[src/rtl/msf_pkg.sv]
// ----------------------------------------------------------------------------
// msf_pkg
// Shared types and constants of the motor and servo command framer.
// ----------------------------------------------------------------------------
package msf_pkg;

  localparam int NUM_BYTES  = 19;
  localparam int BCD_CELLS  = 8;
  localparam int PKT_LEN    = 11;
  localparam int PKT_LAST   = PKT_LEN - 1;

  localparam logic [7:0] CH_V     = 8'h76;
  localparam logic [7:0] CH_MINUS = 8'h2d;
  localparam logic [7:0] CH_ZERO  = 8'h30;
  localparam logic [7:0] CH_CR    = 8'h0d;
  localparam logic [7:0] PKT_HDR  = 8'hff;
  localparam logic [7:0] PKT_LEN_BYTE = 8'h07;
  localparam logic [7:0] PKT_WRITE    = 8'h03;

  typedef struct packed {
    logic        neg;
    logic [15:0] pos;
    logic [19:0] bcd;
    logic [15:0] bin;
  } bcd_word_t;

  typedef struct packed {
    logic [7:0] data;
    logic       kind;
    logic       fend;
    logic       last;
  } byte_word_t;

endpackage

[src/rtl/msf_bcd_cell.sv]
// ----------------------------------------------------------------------------
// msf_bcd_cell
// One cell of the conversion row: two shift-and-add-3 steps per cycle while en is high.
// ----------------------------------------------------------------------------
module msf_bcd_cell (
  input  logic              clk,
  input  logic              rst_n,
  input  logic              en,
  input  logic              in_vld,
  input  msf_pkg::bcd_word_t in_word,
  output logic              out_vld,
  output msf_pkg::bcd_word_t out_word
);

  function automatic logic [35:0] dd_step(input logic [35:0] v);
    logic [35:0] t;
    t = v;
    for (int d = 0; d < 5; d++) begin
      if (t[16 + 4*d +: 4] >= 4'd5) begin
        t[16 + 4*d +: 4] = t[16 + 4*d +: 4] + 4'd3;
      end
    end
    return {t[34:0], 1'b0};
  endfunction

  logic              vld_r;
  msf_pkg::bcd_word_t word_r;
  msf_pkg::bcd_word_t word_nxt;
  logic [35:0]       step1;
  logic [35:0]       step2;

  always_comb begin
    step1        = dd_step({in_word.bcd, in_word.bin});
    step2        = dd_step(step1);
    word_nxt     = in_word;
    word_nxt.bcd = step2[35:16];
    word_nxt.bin = step2[15:0];
  end

  always_ff @(posedge clk) begin
    if (!rst_n) begin
      vld_r <= 1'b0;
    end else if (en) begin
      vld_r <= in_vld;
    end
  end

  always_ff @(posedge clk) begin
    if (en) begin
      word_r <= word_nxt;
    end
  end

  assign out_vld  = vld_r;
  assign out_word = word_r;

endmodule

[src/rtl/msf_byte_cell.sv]
// ----------------------------------------------------------------------------
// msf_byte_cell
// One cell of the output row: holds a byte, loads a frame or takes its
// neighbor's byte.
// ----------------------------------------------------------------------------
module msf_byte_cell (
  input  logic               clk,
  input  logic               rst_n,
  input  logic               load,
  input  logic               shift,
  input  logic               load_vld,
  input  msf_pkg::byte_word_t load_word,
  input  logic               next_vld,
  input  msf_pkg::byte_word_t next_word,
  output logic               cell_vld,
  output msf_pkg::byte_word_t cell_word
);

  logic               vld_r;
  msf_pkg::byte_word_t word_r;

  always_ff @(posedge clk) begin
    if (!rst_n) begin
      vld_r <= 1'b0;
    end else if (load) begin
      vld_r <= load_vld;
    end else if (shift) begin
      vld_r <= next_vld;
    end
  end

  always_ff @(posedge clk) begin
    if (load) begin
      word_r <= load_word;
    end else if (shift) begin
      word_r <= next_word;
    end
  end

  assign cell_vld  = vld_r;
  assign cell_word = word_r;

endmodule

[src/rtl/msf_frame_pack.sv]
// ----------------------------------------------------------------------------
// msf_frame_pack
// Lay out the speed text and the servo packet over the byte row.
// ----------------------------------------------------------------------------
module msf_frame_pack (
  input  logic               neg,
  input  logic [15:0]        pos,
  input  logic [19:0]        bcd,
  input  logic [7:0]         servo_id,
  input  logic [7:0]         servo_register,
  input  logic [15:0]        servo_moving_speed,
  output logic               frm_vld  [msf_pkg::NUM_BYTES],
  output msf_pkg::byte_word_t frm_word [msf_pkg::NUM_BYTES]
);

  logic [3:0] g   [5];
  logic [3:0] s   [5];
  logic [7:0] pkt [msf_pkg::PKT_LEN];
  logic [2:0] first;
  logic [2:0] nd;
  logic [2:0] sidx;
  logic [7:0] sum;
  logic [4:0] jj;
  logic [4:0] off;
  logic [4:0] pidx;

  always_comb begin
    for (int k = 0; k < 5; k++) begin
      g[k] = bcd[4*(4-k) +: 4];
    end
    priority if (g[0] != 4'd0) first = 3'd0;
    else if (g[1] != 4'd0)     first = 3'd1;
    else if (g[2] != 4'd0)     first = 3'd2;
    else if (g[3] != 4'd0)     first = 3'd3;
    else                       first = 3'd4;
    nd = 3'd5 - first;
    for (int k = 0; k < 5; k++) begin
      sidx = 3'(k) + first;
      s[k] = (sidx < 3'd5) ? g[sidx] : 4'd0;
    end
  end

  always_comb begin
    pkt[0]  = msf_pkg::PKT_HDR;
    pkt[1]  = msf_pkg::PKT_HDR;
    pkt[2]  = servo_id;
    pkt[3]  = msf_pkg::PKT_LEN_BYTE;
    pkt[4]  = msf_pkg::PKT_WRITE;
    pkt[5]  = servo_register;
    pkt[6]  = pos[7:0];
    pkt[7]  = pos[15:8];
    pkt[8]  = servo_moving_speed[7:0];
    pkt[9]  = servo_moving_speed[15:8];
    sum     = pkt[2] + pkt[3] + pkt[4] + pkt[5] + pkt[6] + pkt[7] + pkt[8] + pkt[9];
    pkt[10] = ~sum;
  end

  always_comb begin
    jj   = '0;
    off  = '0;
    pidx = '0;
    for (int j = 0; j < msf_pkg::NUM_BYTES; j++) begin
      jj   = 5'(j);
      off  = jj - {4'd0, neg} - 5'd1;
      pidx = off - {2'd0, nd} - 5'd1;
      frm_vld[j]  = 1'b1;
      frm_word[j] = '0;
      priority if (jj == 5'd0) begin
        frm_word[j].data = msf_pkg::CH_V;
      end else if (neg && jj == 5'd1) begin
        frm_word[j].data = msf_pkg::CH_MINUS;
      end else if (off < {2'd0, nd}) begin
        frm_word[j].data = msf_pkg::CH_ZERO + {4'd0, s[off[2:0]]};
      end else if (off == {2'd0, nd}) begin
        frm_word[j].data = msf_pkg::CH_CR;
        frm_word[j].fend = 1'b1;
      end else if (pidx < 5'(msf_pkg::PKT_LEN)) begin
        frm_word[j].data = pkt[pidx[3:0]];
        frm_word[j].kind = 1'b1;
        frm_word[j].fend = (pidx == 5'(msf_pkg::PKT_LAST));
        frm_word[j].last = (pidx == 5'(msf_pkg::PKT_LAST));
      end else begin
        frm_vld[j] = 1'b0;
      end
    end
  end

endmodule

[src/rtl/motor_servo_command_framer_core.sv]
// ----------------------------------------------------------------------------
// motor_servo_command_framer_core
// Turns a speed and steering command into a speed text frame and a servo
// write packet, one byte per word.
// ----------------------------------------------------------------------------
// Each command gives 14 to 19 output words, one per cycle while out_stall is
// low. A command passes a multiply stage and eight conversion cells (binary
// to decimal, two bits per cell) and is then loaded at once into a row of 19
// byte cells that shifts toward the output, whose head cell presents the
// first word. The byte row takes the next command in the cycle its last word
// leaves, so frames follow each other with no gap and the sustained command
// rate is set by the byte row. Up to nine further commands wait in the
// multiply stage and the conversion cells.
module motor_servo_command_framer_core (
  input  logic        clk,
  input  logic        rst_n,
  input  logic        in_valid,
  output logic        in_stall,
  input  logic [7:0]  in_speed,
  input  logic [15:0] in_steer_position,
  output logic        out_valid,
  input  logic        out_stall,
  output logic [7:0]  out_byte,
  output logic        out_frame_kind,
  output logic        out_frame_end,
  output logic        out_last,
  input  logic        cfg_valid,
  output logic        cfg_ready,
  input  logic [7:0]  cfg_index,
  input  logic [15:0] cfg_data
);

  typedef enum logic [7:0] {
    CFG_SERVO_ID       = 8'd0,
    CFG_SERVO_REGISTER = 8'd1,
    CFG_MOVING_SPEED   = 8'd2,
    CFG_SPEED_SCALE    = 8'd3
  } cfg_idx_t;

  localparam int NB = msf_pkg::NUM_BYTES;
  localparam int NC = msf_pkg::BCD_CELLS;

  logic [7:0]  servo_id_r;
  logic [7:0]  servo_register_r;
  logic [15:0] moving_speed_r;
  logic [8:0]  speed_scale_r;

  logic               pipe_en;
  logic               load;
  logic               adv;
  logic               front_vld_r;
  msf_pkg::bcd_word_t front_word_r;
  msf_pkg::bcd_word_t front_nxt;
  logic signed [7:0]  spd_clamp;
  logic [6:0]         mag;

  logic               bc_vld  [NC+1];
  msf_pkg::bcd_word_t bc_word [NC+1];

  logic                frm_vld  [NB];
  msf_pkg::byte_word_t frm_word [NB];
  logic                cv       [NB+1];
  msf_pkg::byte_word_t cw       [NB+1];

  // configuration
  assign cfg_ready = 1'b1;

  always_ff @(posedge clk) begin
    if (!rst_n) begin
      servo_id_r       <= 8'd0;
      servo_register_r <= 8'h1e;
      moving_speed_r   <= 16'd512;
      speed_scale_r    <= 9'd120;
    end else if (cfg_valid && cfg_ready) begin
      unique case (cfg_idx_t'(cfg_index))
        CFG_SERVO_ID:       servo_id_r       <= cfg_data[7:0];
        CFG_SERVO_REGISTER: servo_register_r <= cfg_data[7:0];
        CFG_MOVING_SPEED:   moving_speed_r   <= cfg_data;
        CFG_SPEED_SCALE:    speed_scale_r    <= cfg_data[8:0];
        default: ;
      endcase
    end
  end

  // clamp and scale
  always_comb begin
    priority if ($signed(in_speed) > 8'sd100) spd_clamp = 8'sd100;
    else if ($signed(in_speed) < -8'sd100)    spd_clamp = -8'sd100;
    else                                       spd_clamp = $signed(in_speed);
    mag           = spd_clamp[7] ? 7'(-spd_clamp) : 7'(spd_clamp);
    front_nxt.neg = spd_clamp[7];
    front_nxt.pos = in_steer_position;
    front_nxt.bcd = '0;
    front_nxt.bin = {9'd0, mag} * {7'd0, speed_scale_r};
  end

  assign pipe_en  = !bc_vld[NC] || load;
  assign in_stall = !pipe_en;

  always_ff @(posedge clk) begin
    if (!rst_n) begin
      front_vld_r <= 1'b0;
    end else if (pipe_en) begin
      front_vld_r <= in_valid;
    end
  end

  always_ff @(posedge clk) begin
    if (pipe_en && in_valid) begin
      front_word_r <= front_nxt;
    end
  end

  // conversion row
  assign bc_vld[0]  = front_vld_r;
  assign bc_word[0] = front_word_r;

  for (genvar i = 0; i < NC; i++) begin : g_bcd
    msf_bcd_cell u_cell (
      .clk      (clk),
      .rst_n    (rst_n),
      .en       (pipe_en),
      .in_vld   (bc_vld[i]),
      .in_word  (bc_word[i]),
      .out_vld  (bc_vld[i+1]),
      .out_word (bc_word[i+1])
    );
  end

  msf_frame_pack u_pack (
    .neg                (bc_word[NC].neg),
    .pos                (bc_word[NC].pos),
    .bcd                (bc_word[NC].bcd),
    .servo_id           (servo_id_r),
    .servo_register     (servo_register_r),
    .servo_moving_speed (moving_speed_r),
    .frm_vld            (frm_vld),
    .frm_word           (frm_word)
  );

  // byte row
  assign adv  = !cv[0] || !out_stall;
  assign load = bc_vld[NC] && (!cv[0] || (!out_stall && !cv[1]));

  assign cv[NB] = 1'b0;
  assign cw[NB] = '0;

  for (genvar j = 0; j < NB; j++) begin : g_byte
    msf_byte_cell u_cell (
      .clk       (clk),
      .rst_n     (rst_n),
      .load      (load),
      .shift     (adv),
      .load_vld  (frm_vld[j]),
      .load_word (frm_word[j]),
      .next_vld  (cv[j+1]),
      .next_word (cw[j+1]),
      .cell_vld  (cv[j]),
      .cell_word (cw[j])
    );
  end

  assign out_valid      = cv[0];
  assign out_byte       = cw[0].data;
  assign out_frame_kind = cw[0].kind;
  assign out_frame_end  = cw[0].fend;
  assign out_last       = cw[0].last;

  a_last_is_checksum: assert property (@(posedge clk) disable iff (!rst_n)
    out_valid && out_last |-> out_frame_kind && out_frame_end)
    else $error("last word is not a packet frame end");

  a_text_not_last: assert property (@(posedge clk) disable iff (!rst_n)
    out_valid && !out_frame_kind |-> !out_last)
    else $error("text word flagged as last");

  a_load_fills_head: assert property (@(posedge clk) disable iff (!rst_n)
    load |=> out_valid && out_byte == msf_pkg::CH_V)
    else $error("frame load did not present its first byte");

  a_free_pipe_ready: assert property (@(posedge clk) disable iff (!rst_n)
    !bc_vld[NC] |-> !in_stall)
    else $error("input stalled with empty conversion tail");

endmodule
[config.mk]
export PLATFORM = sky130hd
export DESIGN_NAME = motor_servo_command_framer_core
export DESIGN_NICKNAME = d
export VERILOG_FILES = /design/src/rtl/msf_pkg.sv /design/src/rtl/msf_bcd_cell.sv /design/src/rtl/msf_byte_cell.sv /design/src/rtl/msf_frame_pack.sv /design/src/rtl/motor_servo_command_framer_core.sv
export SDC_FILE = /design/constraint.sdc
export NUM_CORES = 1
export LEC_CHECK = 0
export ABC_CLOCK_PERIOD_IN_PS = 13700
export BUFFER_PORTS_ARGS = -buffer_cell sky130_fd_sc_hd__clkbuf_2
export CAP_MARGIN = 25
export CORE_MARGIN = 5
export CORE_UTILIZATION = 45
export CTS_BUF_LIST = sky130_fd_sc_hd__clkbuf_4 sky130_fd_sc_hd__clkbuf_8
export CTS_CLUSTER_SIZE = 28
export DETAILED_ROUTE_END_ITERATION = 8
export SYNTH_ARGS = -nofsm -noshare
export SYNTH_HDL_FRONTEND = slang
export SYNTH_SLANG_ARGS = --single-unit
[constraint.sdc]
create_clock -name clk -period 13.7 [get_ports clk]
set_clock_uncertainty 0.15 [all_clocks]
set_input_delay 0.685 -clock clk [delete_from_list [all_inputs] [get_ports clk]]
set_output_delay 0.685 -clock clk [all_outputs]
set_load 0.05 [all_outputs]
### Word-level counts from Yosys, hierarchy flattened

Cells that the tools add are included.

* output and inout port bits: 14
* word-level logic and storage cells: 1022
* input bits: 53
* bits in registers: 639

* $lt $le $gt $ge: 149
* muxes and demuxes: 457
* bitwise logic cells: 42
* equality and inequality tests: 39
* reduce and logical (&&, ||, !) cells: 21
* add/subtract/negate cells: 168
* multipliers: 1

Operators with widths (count)
* two-way mux 8 bit: 75
* two-way mux 11 bit: 54
* binary-select mux 8 bit (select 4 bit): 18
* two-way mux 4 bit: 103
* binary-select mux 4 bit (select 3 bit): 23
* >= comparator 4 x 3 -> 1 bit, second input constant: 60
* adder 4 x 2 -> 4 bit, second input constant: 50
* subtractor 5 x 1 -> 5 bit, second input constant: 36
* two-way mux 1 bit: 150
* adder 6 x 4 -> 7 bit, first input constant: 18
* two-way mux 3 bit: 33
* >= comparator 4 bit, second input constant: 23
* inverter 3 -> 4 bit: 23
* equality test 5 x 3 -> 1 bit: 18
* equality test 5 x 4 -> 1 bit, second input constant: 18
* >= comparator 5 bit, second input constant: 18
* < comparator 5 x 3 -> 1 bit: 18
* < comparator 5 x 4 -> 1 bit, second input constant: 18
* inverter 4 -> 5 bit: 18
* subtractor 5 x 3 -> 5 bit: 18
* adder 8 bit: 5
* subtractor 4 x 1 -> 5 bit, first input constant: 8
* adder 3 x 2 -> 3 bit, second input constant: 10
* equality test 8 x 2 -> 1 bit, second input constant: 2
* 29 further kinds: 60

### Logic depth before layout (Yosys ltp)

* depth in word-level cells: 18
* depth in mapped cells: 27

### By module

A second synthesis with hierarchy kept.

* cell total of the unflattened synthesis: 3827
* area total of the unflattened synthesis: 43306.5 um^2

Modules (own cells, without submodules)
* msf_bcd_cell: area an instance 2573.7 um^2, seq. area each 1551.5 um^2, cells each 202, times used 8
* msf_byte_cell: area an instance 554.3 um^2, seq. area each 350.3 um^2, cells each 28, times used 19
* msf_frame_pack: area an instance 7264.5 um^2, seq. area each 0.0 um^2, cells each 1188, times used 1
* motor_servo_command_framer_core: area an instance 4921.0 um^2, seq. area each 1831.8 um^2, cells each 491, times used 1

### Worst setup path before layout

Ideal clock, no wire load.

* path kind: input to register
* start: input out_stall
* end: register g_bcd[7].u_cell.vld_r
* path buffers: 1
* library setup time: 134 ps
* arrival: 14250 ps
* setup slack: -835 ps
* cell stages on the path: 5
* required time: 13416 ps
* cells stage by stage: o21ai_0 or2_2 clkbuf_1 clkinv_1 o21a_1

* longest elaborated chain between the ends: 5

Ends and longest elaborated chain
* start, declared: RTL line motor_servo_command_framer_core.sv:22 `input logic out_stall,`
* zero test 1 bit: RTL line motor_servo_command_framer_core.sv:143 `assign load = bc_vld[NC] && (!cv[0] || (!out_stall && !cv[1]));`
* logical AND 1 bit: RTL line motor_servo_command_framer_core.sv:143
* logical OR 1 bit: RTL line motor_servo_command_framer_core.sv:143
* logical AND 1 bit: RTL line motor_servo_command_framer_core.sv:143
* logical OR 1 bit: RTL line motor_servo_command_framer_core.sv:97 `assign pipe_en = !bc_vld[NC] || load;`
* end signal, assigned: RTL line msf_bcd_cell.sv:44 `vld_r <= in_vld;`
* end, declared: RTL line msf_bcd_cell.sv:26 `logic vld_r;`

Every way passes these cells.
A chain may end at the register's enable or synchronous reset.

==> impl_results.md <==
- P_int: approximately 4800 uW
- I/O pins: 67
- Maximum fanout along the worst path: 10
- Top cells by area, synth: edfxtp_1 47%, ha_1 5.5%, dfxtp_1 4.9%
- Vias in the first global route: 22821
- Std-Cell Rows: 98
- Maxcap violations: 0
- Fmax: 133 MHz
- # port buffers: 65
- EDFF count, synth: 512
- Simple-gate share of the synthesized area: 0.130
- Outcome: completed
- First-pass GRT wire length: 135 mm
- Pin count of the biggest net entering global routing: 85
- Pre-CTS WS: about 5.5 ns
- Worst setup slack after layout: between 6 and 7 ns
- Die H: 279 um
- Critical Path Start: in_speed[3]
- Cts repair resizes: 0
- Pleak: 0.0148 uW
- Logic gate share of total power: 0.517
- Top_reg_cell synth: edfxtp_1
- Die width: approximately 280 um
- Startpoint Class: primary input
- Reg-to-Reg End: g_byte[17].u_cell.cell_word[4]
- Yosys reg bits: 592
- Worst-Margin Slew: 1.15 ns
- Pwr Total: 8550 uW
- Pwr/cell area: approximately 240 nW/um2
- Clk_lat worst skew: around 0.73 ns
- Antenna violations before repair: 6
- Setup Viol. Count Final: 0
- Drt total wl: 89.0 mm
- Core Area: 71600 um2
- Area growth syn-to-layout: 11.2%
- RSZ-0062 raised after global routing: false
- Syn_area_per_cell: 10.9 um2
- Crit Path Category: in2reg
- Sw frac: 0.444
- Yosys top cell by area: edfxtp_1
- Compound-cell area share of the yosys netlist: 0.146
- Grt total ovfl: 0
- Required time worst endpoint: 13.98 ns
- Hold depth: 3
- Max rail drop VDD: ~0.12 mV
- Final Cycle Share: 0.549
- R2R Setup Slk: roughly 7.6 ns
- Worst Setup EP: bc_word[439]
- # hold bufs at CTS: 17
- Main combinational cell family by area after synthesis: compound AO/OA/AOI/OAI gates
- Clk buf depth: 3
- Reg2Reg Depth: 13
- Reg-to-reg critical path startpoint: g_bcd[7].u_cell.out_word[24]
- Commonest non-fill, non-tap cells in the layout: 512 x edfxtp_1, 361 x nand2_1, 191 x a21oi_1
- Die ar.: 77800 um2
- Fin Setup TNS: 0 ns
- Avg WL per Cell: 21.8 um
- Initial Util: 0.455
- Worst endpoint data arrival time: a little under 8 ns
- Root Buffer: clkbuf_8
- Flop pwr share: 0.286
- Via-to-Cell Ratio: 5.74
- Fillers: 6494
- Net Switching: roughly 3800 uW
- Synth unique cells: 81
- Clock period minus worst slack: ~7.5 ns
- Register area: 17000 um2
- Clock transition at path regs: 0.06 ns
- Area of the multi-input gates: ~14000 um2
- Worst hold path class: in2reg
- Area post-placement: 33800 um2
- Seq/Total Area, Yosys: 0.521
- Post-synthesis adder-cell area fraction: 0.0941
- Post-synthesis mux area share: 0.0502
- Share of the synthesized area in the top cell type: 0.472
- Vias after detailed routing: 23463
- Post-synthesis cell area: 32600 um2
- Final #Nets: 3317
- Hold Violations, Final: 0
- Clock power frac: 0.197
- Final core utilization: 0.506
- Nature of the critical path endpoint: register
- Syn Inst Count: between 2000 and 3000
- Fraction of layout cells with a size suffix above 1: 0.129
- Post-route ant nets: 0
- Iter 0 DRT Violations: about 2200
- Total Routing Usage GR: 0.224
- Commonest non-fill, non-tap cell in the layout: edfxtp_1
- Total CTS buffers: 101
- CTS tree: yes
- Post-synth net total: 3237
- Max-slew violation count: 0
- Synth warn: 0
- Post-CTS Setup Inserts: 0
- DRC violations left: 0
- Async set-or-reset flop fraction in the synthesized netlist: 0
- Final instance area: 36200 um2
- Drt pass-1 iters: 9
- XOR/XNOR Fraction of Synth Area: 0.0171
- H-tree Lvls: 3
- Clock sink total: 592
- HPWL Detailed: 62.6 mm
- GPL Wtd Cong: 0.941
- Relative slew slack: 0.235
## worst min-delay path by stage
stage / end / startpoint / slack [ns]
global placement: g_bcd[3].u_cell.out_word[15] / g_bcd[2].u_cell.out_word[13] / 0.25
floorplan: g_bcd[0].u_cell.out_word[10] / bc_word[432] / 0.25
detailed placement: g_bcd[0].u_cell.out_word[14] / bc_word[436] / 0.25
finish: moving_speed_r[11] / cfg_data[11] / 0.08
global route: moving_speed_r[12] / cfg_data[12] / 0.03
CTS: moving_speed_r[12] / cfg_data[12] / 0.003
## kinds of logic (layout without fill, tap and decap cells)
family	Yosys count	count (layout)
adder cells (fa/ha/maj)	207	207
flip-flops	592	592
multiplexers	156	156
buffers and inverters	336	497
other	1	2
AND/OR/NAND/NOR	889	889
XOR/XNOR	60	60
AO/OA/AOI/OAI	736	736
## stage by stage
| stage | std cells | hold slack (ns) |
|---|---|---|
| finish | 4089 | 0.0818 |
| global route | 4089 | 0.0333 |
| CTS | 4083 | 0.00338 |
| detailed placement | 3882 | 0.255 |
| global placement | 3880 | 0.250 |
| floorplan | 2977 | 0.250 |
## critical path, cell delays in order
cell,delay [ns]
clkbuf_2,0.12
a311o_1,0.35
nand2_1,0.07
ha_1,0.33
nor3b_1,0.77
inv_1,0.10
ha_1,0.23
or3b_2,0.22
nand3b_1,0.07
a31oi_1,0.61
and2_1,0.24
fa_1,0.44
fa_1,0.52
fa_1,0.54
inv_1,0.05
fa_1,0.54
inv_1,0.04
ha_1,0.35
a21oi_1,0.13
o21ai_0,0.13
a2111oi_2,0.43
a21oi_1,0.20
or4_1,0.48
and3_1,0.16
## power by group through the flow
stage	Sequential, uW	Combinational, uW	Clock (uW)
5_1_grt	2470	4790	1810
3_3_place_gp	2470	4170	0
2_1_floorplan	2430	2990	0
6_report	2440	4420	1680
4_1_cts	2440	4310	1730
3_5_place_dp	2480	4280	0
## sequential cells by signal (all words and copies together), names as in the netlist
| signal | count |
|---|---|
| moving_speed_r | 16 |
| g_byte.u_cell.cell_vld | 19 |
| bc_word | 33 |
| servo_id_r | 8 |
| speed_scale_r | 9 |
| g_bcd.u_cell.out_vld | 8 |
| g_bcd.u_cell.out_word | 282 |
| front_vld_r | 1 |
| g_byte.u_cell.cell_word | 208 |
| servo_register_r | 8 |
## layout make-up
class,count,area share
Sequential cell,592,0.469
Multi-Input combinational cell,2049,0.395
Clock buffer,154,0.0513
Tap cell,950,0.0328
Timing Repair Buffer,132,0.0252
Inverter,181,0.0190
Clock inverter,30,0.00822
Antenna cell,1,0.0000691
## cells in the mapped netlist (24+ instances only)
cell type,instances
clkbuf_1,106
mux2i_1,97
mux2_2,59
nor3_1,60
a21oi_1,191
inv_1,178
and2_1,57
edfxtp_1,512
ha_1,144
a21o_1,29
nor3b_1,24
o21ai_0,182
nor2b_1,48
xnor2_1,50
nand3_1,36
o21a_1,33
a31oi_1,30
nand2_1,362
dfxtp_1,80
nor2_1,174
a21boi_0,47
nand2b_1,40
fa_1,63
## metal layers
layer | vias to the layer above | wire length (um) | global-route usage
li1 | 10989 | - | -
met1 | 11389 | 37900 | 0.307
met2 | 915 | 39900 | 0.347
met3 | 166 | 8590 | 0.0651
met4 | 4 | 2570 | 0.0713
met5 | - | 21 | 0
Note: power is estimated with default switching activity, not from simulation.
